==> config.mk <==
export PLATFORM = sky130hd
export DESIGN_NAME = key_matrix_change_detector
export DESIGN_NICKNAME = d
export VERILOG_FILES = /design/src/rtl/core/kmcd_pkg.sv /design/src/rtl/core/kmcd_front.sv /design/src/rtl/core/kmcd_queue.sv /design/src/rtl/core/kmcd_back.sv /design/src/rtl/core/key_matrix_change_detector.sv
export SDC_FILE = /design/constraint.sdc
export NUM_CORES = 1
export LEC_CHECK = 0
export CORE_MARGIN = 3
export CORE_UTILIZATION = 50
export CTS_CLUSTER_DIAMETER = 200
export DETAILED_ROUTE_END_ITERATION = 16
export DONT_BUFFER_PORTS = 1
export PLACE_DENSITY = 0.65
export SLEW_MARGIN = 20
export SYNTH_ARGS = -nofsm -noshare
export SYNTH_HDL_FRONTEND = slang
export SYNTH_SLANG_ARGS = --single-unit
==> constraint.sdc <==
create_clock -name aclk -period 8.6 [get_ports aclk]
set_clock_uncertainty 0.1 [all_clocks]
set_input_delay 2.58 -clock aclk [delete_from_list [all_inputs] [get_ports aclk]]
set_output_delay 2.58 -clock aclk [all_outputs]
set_load 0.1 [all_outputs]
==> src/rtl/core/kmcd_pkg.sv <==
// ----------------------------------------------------------------------------
// kmcd_pkg
// Shared types and constants for the key matrix change detector.
// ----------------------------------------------------------------------------
`default_nettype none

package kmcd_pkg;

    localparam int ROWS_DEFAULT    = 6;
    localparam int COLUMNS_DEFAULT = 16;
    localparam int FIELD_COLS      = 16;
    localparam int ROW_W           = 3;
    localparam int COL_W           = 4;
    localparam int ROW_FIELD_ROWS  = 8;
    localparam int QUEUE_DEPTH     = 2;

    typedef struct packed {
        logic [ROW_W-1:0]      row_index;
        logic [FIELD_COLS-1:0] column_levels;
    } in_t;

    typedef struct packed {
        logic [ROW_W-1:0] event_row;
        logic [COL_W-1:0] event_column;
        logic             pressed;
        logic             last_event;
    } out_t;

    // One row's worth of pending changes, front to back.
    typedef struct packed {
        logic [ROW_W-1:0]      row;
        logic [FIELD_COLS-1:0] changed;
        logic [FIELD_COLS-1:0] down;
    } job_t;

endpackage

`default_nettype wire

==> src/rtl/core/kmcd_front.sv <==
// ----------------------------------------------------------------------------
// kmcd_front
// Holds the key-down bitmap, compares each row sample against it and pushes
// rows with changes into the job queue.
// ----------------------------------------------------------------------------
`default_nettype none

module kmcd_front #(
    parameter int ROWS    = kmcd_pkg::ROWS_DEFAULT,
    parameter int COLUMNS = kmcd_pkg::COLUMNS_DEFAULT
) (
    input  wire logic           aclk,
    input  wire logic           aresetn,
    input  wire logic           s_valid,
    output logic                s_ready,
    input  wire kmcd_pkg::in_t  s_data,
    input  wire logic           q_full,
    output logic                q_push,
    output kmcd_pkg::job_t      q_job
);

    localparam int SCAN_COLS = (COLUMNS < kmcd_pkg::FIELD_COLS) ? COLUMNS
                                                                : kmcd_pkg::FIELD_COLS;
    localparam int MAP_ROWS  = (ROWS < kmcd_pkg::ROW_FIELD_ROWS) ? ROWS
                                                                 : kmcd_pkg::ROW_FIELD_ROWS;
    localparam int IDX_W     = (MAP_ROWS > 1) ? $clog2(MAP_ROWS) : 1;

    logic [SCAN_COLS-1:0] map_reg [MAP_ROWS];

    logic                 accept;
    logic                 in_range;
    logic [IDX_W-1:0]     idx;
    logic [SCAN_COLS-1:0] now_down;
    logic [SCAN_COLS-1:0] changed;

    always_comb begin
        s_ready  = !q_full;
        accept   = s_valid && s_ready;
        in_range = int'(s_data.row_index) < MAP_ROWS;
        idx      = IDX_W'(s_data.row_index);
        now_down = ~s_data.column_levels[SCAN_COLS-1:0];
        changed  = in_range ? (now_down ^ map_reg[idx]) : '0;
        q_push   = accept && in_range && (changed != '0);
        q_job.row     = s_data.row_index;
        q_job.changed = kmcd_pkg::FIELD_COLS'(changed);
        q_job.down    = kmcd_pkg::FIELD_COLS'(now_down);
    end

    always_ff @(posedge aclk) begin
        if (!aresetn) begin
            for (int i = 0; i < MAP_ROWS; i++) begin
                map_reg[i] <= '0;
            end
        end else if (accept && in_range) begin
            map_reg[idx] <= now_down;
        end
    end

    a_map_updated: assert property (@(posedge aclk) disable iff (!aresetn)
        (accept && in_range) |=> (map_reg[$past(idx)] == $past(now_down)))
        else $error("key map not updated after row transfer");

    a_push_has_change: assert property (@(posedge aclk) disable iff (!aresetn)
        q_push |-> (q_job.changed != '0) && !q_full)
        else $error("empty or blocked job pushed");

endmodule

`default_nettype wire

==> src/rtl/core/kmcd_queue.sv <==
// ----------------------------------------------------------------------------
// kmcd_queue
// Short job queue between the classifying front and the event back end.
// ----------------------------------------------------------------------------
`default_nettype none

module kmcd_queue (
    input  wire logic           aclk,
    input  wire logic           aresetn,
    input  wire logic           push,
    input  wire kmcd_pkg::job_t push_job,
    input  wire logic           pop,
    output logic                full,
    output logic                not_empty,
    output kmcd_pkg::job_t      head_job
);

    localparam int DEPTH = kmcd_pkg::QUEUE_DEPTH;
    localparam int PTR_W = (DEPTH > 1) ? $clog2(DEPTH) : 1;
    localparam int CNT_W = $clog2(DEPTH + 1);

    kmcd_pkg::job_t   slot_reg [DEPTH];
    logic [PTR_W-1:0] wr_ptr_reg, wr_ptr_next;
    logic [PTR_W-1:0] rd_ptr_reg, rd_ptr_next;
    logic [CNT_W-1:0] count_reg,  count_next;
    logic             do_push, do_pop;

    always_comb begin
        full      = (count_reg == CNT_W'(DEPTH));
        not_empty = (count_reg != '0);
        head_job  = slot_reg[rd_ptr_reg];
        do_push   = push && !full;
        do_pop    = pop && not_empty;
        wr_ptr_next = wr_ptr_reg;
        rd_ptr_next = rd_ptr_reg;
        if (do_push) begin
            wr_ptr_next = (wr_ptr_reg == PTR_W'(DEPTH - 1)) ? '0 : wr_ptr_reg + 1'b1;
        end
        if (do_pop) begin
            rd_ptr_next = (rd_ptr_reg == PTR_W'(DEPTH - 1)) ? '0 : rd_ptr_reg + 1'b1;
        end
        count_next = count_reg;
        if (do_push && !do_pop) begin
            count_next = count_reg + 1'b1;
        end else if (do_pop && !do_push) begin
            count_next = count_reg - 1'b1;
        end
    end

    always_ff @(posedge aclk) begin
        if (!aresetn) begin
            wr_ptr_reg <= '0;
            rd_ptr_reg <= '0;
            count_reg  <= '0;
        end else begin
            wr_ptr_reg <= wr_ptr_next;
            rd_ptr_reg <= rd_ptr_next;
            count_reg  <= count_next;
        end
    end

    always_ff @(posedge aclk) begin
        if (do_push) begin
            slot_reg[wr_ptr_reg] <= push_job;
        end
    end

    a_count_bound: assert property (@(posedge aclk) disable iff (!aresetn)
        count_reg <= CNT_W'(DEPTH))
        else $error("queue count overflow");

    a_pop_nonempty: assert property (@(posedge aclk) disable iff (!aresetn)
        pop |-> not_empty)
        else $error("pop from empty queue");

endmodule

`default_nettype wire

==> src/rtl/core/kmcd_back.sv <==
// ----------------------------------------------------------------------------
// kmcd_back
// Takes one job at a time and emits its key events, lowest column first,
// one per cycle while the receiver keeps taking them, into a registered output.
// ----------------------------------------------------------------------------
`default_nettype none

module kmcd_back (
    input  wire logic           aclk,
    input  wire logic           aresetn,
    input  wire logic           q_valid,
    input  wire kmcd_pkg::job_t q_job,
    output logic                q_pop,
    output logic                m_valid,
    input  wire logic           m_ready,
    output kmcd_pkg::out_t      m_data
);

    localparam int FC = kmcd_pkg::FIELD_COLS;

    logic [FC-1:0]                pending_reg;
    logic [FC-1:0]                down_reg;
    logic [kmcd_pkg::ROW_W-1:0]   row_reg;
    logic                         m_valid_reg;
    kmcd_pkg::out_t               m_data_reg;

    logic                         out_free;
    logic                         emit;
    logic [FC-1:0]                low_bit;
    logic [FC-1:0]                rest;
    logic [FC-1:0]                pending_after;
    logic [kmcd_pkg::COL_W-1:0]   col;
    kmcd_pkg::out_t               ev;

    always_comb begin
        out_free      = !m_valid_reg || m_ready;
        emit          = out_free && (pending_reg != '0);
        low_bit       = pending_reg & (~pending_reg + FC'(1));
        rest          = pending_reg & ~low_bit;
        pending_after = emit ? rest : pending_reg;
        q_pop         = q_valid && (pending_after == '0);
        col           = '0;
        for (int i = 0; i < FC; i++) begin
            if (low_bit[i]) begin
                col = col | kmcd_pkg::COL_W'(i);
            end
        end
        ev.event_row    = row_reg;
        ev.event_column = col;
        ev.pressed      = |(low_bit & down_reg);
        ev.last_event   = (rest == '0);
        m_valid         = m_valid_reg;
        m_data          = m_data_reg;
    end

    always_ff @(posedge aclk) begin
        if (!aresetn) begin
            pending_reg <= '0;
            m_valid_reg <= 1'b0;
        end else begin
            if (emit) begin
                m_valid_reg <= 1'b1;
            end else if (m_ready) begin
                m_valid_reg <= 1'b0;
            end
            pending_reg <= q_pop ? q_job.changed : pending_after;
        end
    end

    always_ff @(posedge aclk) begin
        if (emit) begin
            m_data_reg <= ev;
        end
        if (q_pop) begin
            down_reg <= q_job.down;
            row_reg  <= q_job.row;
        end
    end

    a_single_column: assert property (@(posedge aclk) disable iff (!aresetn)
        emit |-> $onehot(low_bit))
        else $error("event does not select exactly one column");

    a_run_continues: assert property (@(posedge aclk) disable iff (!aresetn)
        (m_valid_reg && !m_data_reg.last_event) |-> (pending_reg != '0))
        else $error("run ended without a last event");

endmodule

`default_nettype wire

==> src/rtl/core/key_matrix_change_detector.sv <==
// ----------------------------------------------------------------------------
// key_matrix_change_detector
// Path: a row's changes go through a job queue slot and the back end's pending
// register before its first event is registered at the output.
// Throughput: one row transfer per cycle while the 2-entry job queue has room;
// the back end emits one event per cycle while the receiver is ready, up to 16 events per row.
// Reset: synchronous; key map cleared (all released), queue and output emptied.
// ----------------------------------------------------------------------------
`default_nettype none

module key_matrix_change_detector #(
    parameter int ROWS    = kmcd_pkg::ROWS_DEFAULT,
    parameter int COLUMNS = kmcd_pkg::COLUMNS_DEFAULT
) (
    input  wire logic           aclk,
    input  wire logic           aresetn,
    input  wire logic           s_valid,
    output logic                s_ready,
    input  wire kmcd_pkg::in_t  s_data,
    output logic                m_valid,
    input  wire logic           m_ready,
    output kmcd_pkg::out_t      m_data
);

    logic           q_full;
    logic           q_push;
    logic           q_pop;
    logic           q_not_empty;
    kmcd_pkg::job_t push_job;
    kmcd_pkg::job_t head_job;

    kmcd_front #(
        .ROWS    (ROWS),
        .COLUMNS (COLUMNS)
    ) u_front (
        .aclk    (aclk),
        .aresetn (aresetn),
        .s_valid (s_valid),
        .s_ready (s_ready),
        .s_data  (s_data),
        .q_full  (q_full),
        .q_push  (q_push),
        .q_job   (push_job)
    );

    kmcd_queue u_queue (
        .aclk      (aclk),
        .aresetn   (aresetn),
        .push      (q_push),
        .push_job  (push_job),
        .pop       (q_pop),
        .full      (q_full),
        .not_empty (q_not_empty),
        .head_job  (head_job)
    );

    kmcd_back u_back (
        .aclk    (aclk),
        .aresetn (aresetn),
        .q_valid (q_not_empty),
        .q_job   (head_job),
        .q_pop   (q_pop),
        .m_valid (m_valid),
        .m_ready (m_ready),
        .m_data  (m_data)
    );

endmodule

`default_nettype wire

==> impl_results.md, run 1 <==
* CP dominant cell by count: nand2_1
* Total gr overflow at 0
* Layout Utilization at 0.5603
* RSZ-0062 raised after global routing: false
* Synth Flop Type: edfxtp_1
* Residual DRC count at 0
* Crit path kind: input port to flip-flop
* Diode count at 0
* Share of cells above drive strength 1 at 0.1202
* Hold crit path type: flip-flop to flip-flop
* Setup_tns at 0 ps
* Internal at 2.297 mW
* Fin. Hold Viols at 0
* Detail Route Antenna Nets at 0
* Synth area leaders: edfxtp_1 59%, mux2i_1 5.6%, dfxtp_1 4.5%
* Buf+Inv Stages, Crit Path at 0
* IO Pins at 34
* Max-slew violation count at 0
* Initial core utilization at 0.5189
* Hold endpoint: u_back.m_data[7]
* Die height at 146.5 um
* Maximum fanout along the worst path at 17
* VDD IR-drop max at 0.1853 mV
* # resized after CTS at 0
* Max_cap viols at 0
* First-pass GRT wire length at 33460 um
* Yosys top cell by area: edfxtp_1
* Worst R2R Path Depth at 6
* DR iter-0 viols at 590
* Switch Pwr at 1.323 mW
* CP Capture Type: flip-flop
* Htree depth at 1
* Die area at 0.02146 mm2
* Post-synth EDFFs at 194
* CP max stage cell: nand2_1
* Kind of cell adding the most delay to the critical path: simple AND/OR/NAND/NOR gates
* Clock Latency Late Sink at 510 ps
* Drt via density at 5.890
* WHS Path Cells at 0
* Worst hold slack at 317.2 ps
* Switch share at 0.3655
* Number of CTS-inserted buffers at 23
* Core Rows at 50
* Synth unique cells at 54
* CP Cell Sequence: nand2_1 -> a21oi_1 -> nand4_1 -> nand2_1
* Setup slack at placement at 3470 ps
* Synth Instances at 772
* Setup violators final at 0
* Fill count at 1610
* CP max stage delay at 930 ps
* Commonest non-fill, non-tap cells in the layout: 194 x edfxtp_1, 70 x nor3_1, 58 x nor2_1, 55 x mux2i_1, 37 x nand2_1
* Final Total Pwr at 3.620 mW
* CTS tree: yes
* Hpwl dp at 13450 um
* Max reg flops at 96
* Post-CTS Setup Bufs at 0
* Fmax at 0.2150 GHz
* Root Driver: clkbuf_16
* Pin count of the biggest net entering global routing at 81
* Clk sinks at 216
* Seq/Total Area, Yosys at 0.6350
* Pre-antenna DRT Iters at 6
* Maximum clock insertion buffer count at 3
* Seq pwr share at 0.470
* Comb pwr share at 0.270
* Syn avg cell area at 12.78 um2
* Crit Reg-Reg Startpoint: u_queue.count_reg[0]
* Gpl congestion at 0.8331
* Top-area cell type share of the netlist area at 0.5903
* Syn_nets at 795
* Slack of the critical path at 3948 ps
* Number of global-route vias before repair at 5946
* Post-Syn Area at 0.009868 mm2
* Antenna violations before repair at 0
* Die Span X at 146.5 um
* Outcome: finished clean
* IO Port Bufs at 0
* Power per cell area at 339.7 mW/mm2
* Arrival @ worst endpoint at 4690 ps
* Startpoint types: input port
* Core area at 0.01902 mm2
* Worst slew pin tran at 1128 ps
* Wire per inst at 20.69 um
* Clk slew on worst S/H paths at 60 ps
* Yosys warnings at 0
* GRT Total Usage at 0.1954
* Multi-input gate area at 0.003217 mm2
* FF-to-FF setup slack at 4640 ps
* Post-layout minimum cycle time at 4652 ps
* P&R area growth vs syn at 7.975%
* Clock power frac at 0.260
* Final worst path period share at 0.5409
* Hold_buf cts at 0
* DR vias at 5943
* Register Area at 0.006266 mm2
* Max-slew headroom at 0.2464
* Leak at 3.771 nW
* Yosys reg bits at 216
* Reg-to-reg endpoint: u_front.map_reg[3][11]
* Layout net count at 755
* Commonest non-fill, non-tap cell in the layout: edfxtp_1
* DRT Wirelength at 20880 um
* Required @ worst endpoint at 8640 ps
* Ys async rst share at 0
* Min-delay src: u_back.row_reg[1]
[cell usage after synthesis, types with 2 or more instances]
| master | n |
|---|---|
| a211oi_1 | 2 |
| a21oi_1 | 21 |
| a22o_1 | 3 |
| a22oi_1 | 3 |
| and3b_1 | 12 |
| buf_1 | 3 |
| buf_2 | 5 |
| buf_4 | 2 |
| buf_6 | 3 |
| clkbuf_1 | 57 |
| dfxtp_1 | 22 |
| edfxtp_1 | 194 |
| inv_1 | 25 |
| maj3_1 | 5 |
| mux2_2 | 35 |
| mux2i_1 | 55 |
| mux4_2 | 4 |
| nand2_1 | 38 |
| nand2b_1 | 4 |
| nand3_1 | 10 |
| nand4_1 | 4 |
| nor2_1 | 60 |
| nor2b_1 | 3 |
| nor3_1 | 70 |
| nor3b_1 | 14 |
| nor4_1 | 8 |
| o211ai_1 | 3 |
| o21ai_0 | 22 |
| o221ai_1 | 10 |
| o22ai_1 | 5 |
| o31ai_1 | 7 |
| or2_2 | 2 |
| or3_1 | 6 |
| or4_1 | 2 |
| or4_4 | 3 |
| xnor2_1 | 32 |
[power by group through the flow]
stage / Combinational, mW / Sequential, mW / Clock, mW
after floorplan: 0.828 / 1.64 / 0
after global placement: 0.959 / 1.72 / 0
after detailed placement: 0.966 / 1.72 / 0
after CTS: 0.975 / 1.70 / 0.964
after global routing: 1.09 / 1.72 / 1.01
final: 0.978 / 1.70 / 0.941
[metal layers]
layer | vias to the layer above | GRT usage | wire length [um]
met2 | 210 | 0.3093 | 9754
li1 | 2792 | - | -
met4 | 0 | 0.05738 | 461
met3 | 36 | 0.04004 | 1339
met1 | 2905 | 0.2759 | 9321
met5 | - | 0 | 0
[cell type report]
class                   count  area share
flip-flops and latches    216      0.5881
clock buffers              28     0.05578
well taps                 260     0.03053
inverters                  25    0.008807
clock inverters            14     0.01139
repair buffers              5    0.003523
multi-input cells         461      0.3019
[worst max path at each step]
stage,from,to,cells past startpoint
final,s_valid,u_front.map_reg[3][11],4
after global routing,s_valid,u_front.map_reg[3][11],4
after CTS,s_data[16],u_queue.slot_reg[1][33],8
after detailed placement,s_data[16],u_queue.slot_reg[1][12],8
after global placement,s_data[16],u_queue.slot_reg[1][12],8
after floorplan,s_data[16],u_queue.slot_reg[0][0],10
[metrics by stage]
stage | std cells | cell area (um2)
floorplan | 772 | 9868
global placement | 967 | 9940
detailed placement | 967 | 9940
CTS | 1009 | 10660
global route | 1009 | 10660
finish | 1009 | 10660
[kinds of logic after synthesis]
logic type	synth area share
AND/OR/NAND/NOR	0.1291
flip-flops	0.6350
buffers and inverters	0.03981
multiplexers	0.1049
AO/OA/AOI/OAI	0.05782
XOR/XNOR	0.02840
adder cells (fa/ha/maj)	0.005072
Power figures use the tool's default switching activity.
==> run 2, diff against run 1 <==
- clock period: 8.6 -> 4.75 ns (I/O delays scaled with it)
==> run 2 against run 1 <==
Effect of this change:
- sequential share of layout area fell by 0.45 points
- first-iteration DRC count is 23% lower
- critical path depth rose by 4
- count of clock-buffer cells in the layout is 2 lower
- worst setup slack lost 2800 ps
- power increased by 81%
- die area unchanged
==> impl_results.md, run 2 (synthesis gave the netlist of run 1 again) <==
* IO Pins at 34
* Pin count of the biggest net entering global routing at 81
* Gpl congestion at 0.8774
* Max-slew headroom at 0.3436
* Comb pwr share at 0.267
* Layout Utilization at 0.5645
* Seq pwr share at 0.470
* Buf+Inv Stages, Crit Path at 1
* Met2 wire len at 9336 um
* WL met1 at 9196 um
* FF-to-FF setup slack at 1340 ps
* Commonest non-fill, non-tap cell in the layout: edfxtp_1
* Clk slew on worst S/H paths at 60 ps
* CTS tree: yes
* Hpwl dp at 13310 um
* Die area at 0.02146 mm2
* Post-CTS Setup Bufs at 0
* Core Rows at 50
* Final worst path period share at 0.7495
* Pre-antenna DRT Iters at 7
* Die Span X at 146.5 um
* IO Port Bufs at 0
* Outcome: finished clean
* Internal at 4.207 mW
* Wire per inst at 20.06 um
* Number of CTS-inserted buffers at 23
* Commonest non-fill, non-tap cells in the layout: 194 x edfxtp_1, 70 x nor3_1, 58 x nor2_1, 55 x mux2i_1, 37 x nand2_1
* Switch share at 0.3569
* Required @ worst endpoint at 4860 ps
* DR iter-0 viols at 452
* Core area at 0.01902 mm2
* Number of global-route vias before repair at 5940
* VDD IR-drop max at 0.3539 mV
* DRT Wirelength at 20380 um
* Fill count at 1581
* GRT Total Usage at 0.1918
* Maximum fanout along the worst path at 55
* Power per cell area at 609.2 mW/mm2
* Hold_buf cts at 0
* First-pass GRT wire length at 33190 um
* Drt via density at 5.901
* Kind of cell adding the most delay to the critical path: simple AND/OR/NAND/NOR gates
* Layout net count at 765
* Startpoint types: input port
* WL met3 at 1110 um
* Setup_tns at 0 ps
* Final Total Pwr at 6.541 mW
* Arrival @ worst endpoint at 3670 ps
* Max-slew violation count at 0
* CP Capture Type: flip-flop
* Fin. Hold Viols at 0
* Maximum clock insertion buffer count at 3
* Root Driver: clkbuf_16
* CP max stage delay at 580 ps
* Post-layout minimum cycle time at 3560 ps
* Clk sinks at 216
* Max reg flops at 96
* Residual DRC count at 0
* RSZ-0062 raised after global routing: false
* Share of cells above drive strength 1 at 0.1270
* CP Cell Sequence: mux4_2 -> xnor2_1 -> o22ai_1 -> nor4_1 -> nand4_1 -> nand2_1 -> nor2_2 -> buf_4
* Worst hold slack at 316.8 ps
* Fmax at 0.2809 GHz
* Clock power frac at 0.262
* Detail Route Antenna Nets at 0
* Hold crit path type: flip-flop to flip-flop
* Switch Pwr at 2.334 mW
* Total gr overflow at 0
* Leak at 3.816 nW
* Design area at 0.01074 mm2
* P&R area growth vs syn at 8.799%
* DR vias at 5995
* Worst slew pin tran at 983.2 ps
* Diode count at 0
* Placed inst area at 0.01001 mm2
* Setup violators final at 0
* Clock Latency Late Sink at 510 ps
* Die height at 146.5 um
* Htree depth at 1
* Antenna violations before repair at 0
* Initial core utilization at 0.5189
* # resized after CTS at 0
* CP max stage cell: nor4_1
* Max_cap viols at 0
* Highest routed layer: met4
* Crit path kind: input port to flip-flop
==> run 2: changes by cell type in the layout (fill, tap and decap cells not counted), sizes merged <==
cell,previous run,this run
clkinvlp,1,0
bufinv,2,3
buf,5,15
clkinv,10,9
clkbuf,28,26
==> run 2: final cells by class <==
class / count / area (um2) / area share
Sequential cell: 216 / 6266 / 0.5836
Timing Repair Buffer: 15 / 112.6 / 0.01049
Clock inverter: 13 / 135.1 / 0.01259
Clock buffer: 26 / 586.8 / 0.05466
Multi-Input combinational cell: 461 / 3217 / 0.2996
Inverter: 25 / 93.84 / 0.008740
Tap cell: 260 / 325.3 / 0.03030
==> run 2: power by group through the flow <==
stage               clock (mW)  combinational, mW  sequential, mW
floorplan                    0               1.50            2.97
global placement             0               1.73            3.11
detailed placement           0               1.75            3.11
CTS                       1.75               1.76            3.08
global route              1.85               1.94            3.11
finish                    1.72               1.75            3.08
==> run 2: stage by stage <==
stage,cells,worst slack (ps)
finish,1016,1190
global route,1016,988.4
global placement,977,803.0
floorplan,772,-145.9
CTS,1016,1300
detailed placement,977,788.4
==> run 2: final timing paths <==
kind                                            start                      end  depth (start not counted)
worst max register to register  u_back.pending_reg[0]                flip-flop                          8
worst max-delay path                       s_data[16]  u_queue.slot_reg[1][12]                          8
worst min register to register      u_back.row_reg[0]         u_back.m_data[6]                          0
worst min-delay path                u_back.row_reg[0]         u_back.m_data[6]                          0
==> run 2: routing by layer <==
metal | vias up | global-route usage
met5 | - | 0
met4 | 0 | 0.07855
met3 | 56 | 0.03352
met2 | 198 | 0.2931
met1 | 2936 | 0.2741
li1 | 2805 | -
==> run 3, diff against run 2 <==
- PLACE_DENSITY: 0.65 -> 0.68
- clock period: 4.75 -> 3.2 ns (I/O delays scaled with it)
==> run 3 against run 2 <==
Effect of this change:
- register-to-register slack got worse by 1100 ps
- utilization grew 1.5 points
- sequential cell count stayed put
- sequential power rose by 46%
- die area unchanged
- worst hold slack better by 2.1 ps
- critical path depth fell by 1
==> impl_results.md, run 3 (synthesis gave the netlist of run 1 again) <==
* Diode count at 0
* Fill count at 1556
* Clk slew on worst S/H paths at 60 ps
* Layout net count at 798
* DR vias at 6111
* Startpoint types: input port
* Commonest non-fill, non-tap cell in the layout: edfxtp_1
* Power per cell area at 909.3 mW/mm2
* Max-slew violation count at 0
* FF-to-FF setup slack at 240 ps
* Residual DRC count at 0
* Register Area at 0.006266 mm2
* DRT Wirelength at 21290 um
* P&R area growth vs syn at 11.66%
* Setup_tns at 0 ps
* Die Span X at 146.5 um
* Max reg flops at 96
* Maximum fanout along the worst path at 55
* Die height at 146.5 um
* Pin count of the biggest net entering global routing at 81
* IO Pins at 34
* Final Total Pwr at 10.02 mW
* Maximum clock insertion buffer count at 3
* Initial core utilization at 0.5189
* Htree depth at 1
* Wire per inst at 20.27 um
* Total gr overflow at 0
* Setup violators final at 0
* Hold_buf cts at 0
* Post-layout minimum cycle time at 3027 ps
* Max_cap viols at 0
* Required @ worst endpoint at 3210 ps
* Core area at 0.01902 mm2
* Fin. Hold Viols at 0
* Detail Route Antenna Nets at 0
* Leak at 3.987 nW
* Antenna violations before repair at 0
* Drt via density at 5.820
* Final worst path period share at 0.9460
* GRT Total Usage at 0.1963
* Crit path kind: input port to flip-flop
* Multi-input gate area at 0.003243 mm2
* Crit Reg-Reg Startpoint: u_back.pending_reg[9]
* Hold crit path type: flip-flop to flip-flop
* Clk sinks at 216
* Worst slew pin tran at 994.0 ps
* RSZ-0062 raised after global routing: false
* Number of global-route vias before repair at 6203
* Clock Latency Late Sink at 500 ps
* Core Rows at 50
* Min-delay src: u_back.row_reg[0]
* IO Port Bufs at 0
* Number of CTS-inserted buffers at 23
* Outcome: finished clean
* First-pass GRT wire length at 33880 um
* Root Driver: clkbuf_16
* CP Capture Type: flip-flop
* Arrival @ worst endpoint at 3040 ps
* Gpl congestion at 0.8814
* DR iter-0 viols at 506
* VDD IR-drop max at 0.5472 mV
* Fmax at 0.3303 GHz
* Max-slew headroom at 0.3358
* Commonest non-fill, non-tap cells in the layout: 194 x edfxtp_1, 70 x nor3_1, 58 x nor2_1, 55 x mux2i_1, 45 x buf_4
* CTS tree: yes
* Die area at 0.02146 mm2
* Worst setup startpoint: s_data[16]
* Hpwl dp at 13850 um
* Pre-antenna DRT Iters at 4
* Share of cells above drive strength 1 at 0.1709
* Worst hold slack at 318.8 ps
==> run 3: cell types whose count changed in the layout (fill, tap and decap cells not counted), moves of 3 or more <==
cell / delta
buf_4: +30
clkbuf_8: +4
clkinv_1: -4
nand2_1: -3
nand2_2: +3
==> run 3: worst paths after layout <==
kind	endpoint	cells after the start
max	u_queue.slot_reg[0][10]	7
min	u_back.m_data[6]	0
max reg2reg	u_queue.count_reg[1]	8
min reg2reg	u_back.m_data[6]	0
==> run 3: report_power, final <==
group	switching (mW)	internal, mW
sequential	0.712	3.78
clock	1.01	1.49
combinational	1.85	1.18
total	3.57	6.45
==> run 3: cell type report <==
cell class | instances | area share
Inverter | 25 | 0.008516
Tap cell | 260 | 0.02952
Timing Repair Buffer | 47 | 0.03429
Sequential cell | 216 | 0.5686
Clock buffer | 32 | 0.05893
Multi-Input combinational cell | 462 | 0.2943
Clock inverter | 8 | 0.005791
==> run 3: layer usage <==
layer | vias up | part of all wire | GRT usage
met4 | 0 | 0.026 | 0.05927
li1 | 2881 | - | -
met2 | 184 | 0.48 | 0.3260
met5 | - | 0 | 0
met3 | 43 | 0.058 | 0.03507
met1 | 3003 | 0.43 | 0.2663
==> run 3: stage by stage <==
step	worst slack, ps	area, um2	std cells	utilization
floorplan	-104.6	9902	772	-
global placement	-294.1	10300	1009	0.5414
detailed placement	-353.5	10300	1009	0.5414
CTS	173.0	11010	1049	0.5789
global route	13.07	11020	1050	0.5794
finish	172.8	11020	1050	0.5794
==> run 3: critical path, stage by stage <==
cell and delay, ps:
mux4_2 490, xnor2_1 140, o22ai_1 240, nor4_1 140
nand4_1 110, nand2_2 130, nor2_4 800
==> run 3: timing repair <==
action	in CTS	in global routing
hold endpoints to repair	0	0
setup endpoints to repair	0	31
buffers inserted	0	0
gates resized for setup	0	1
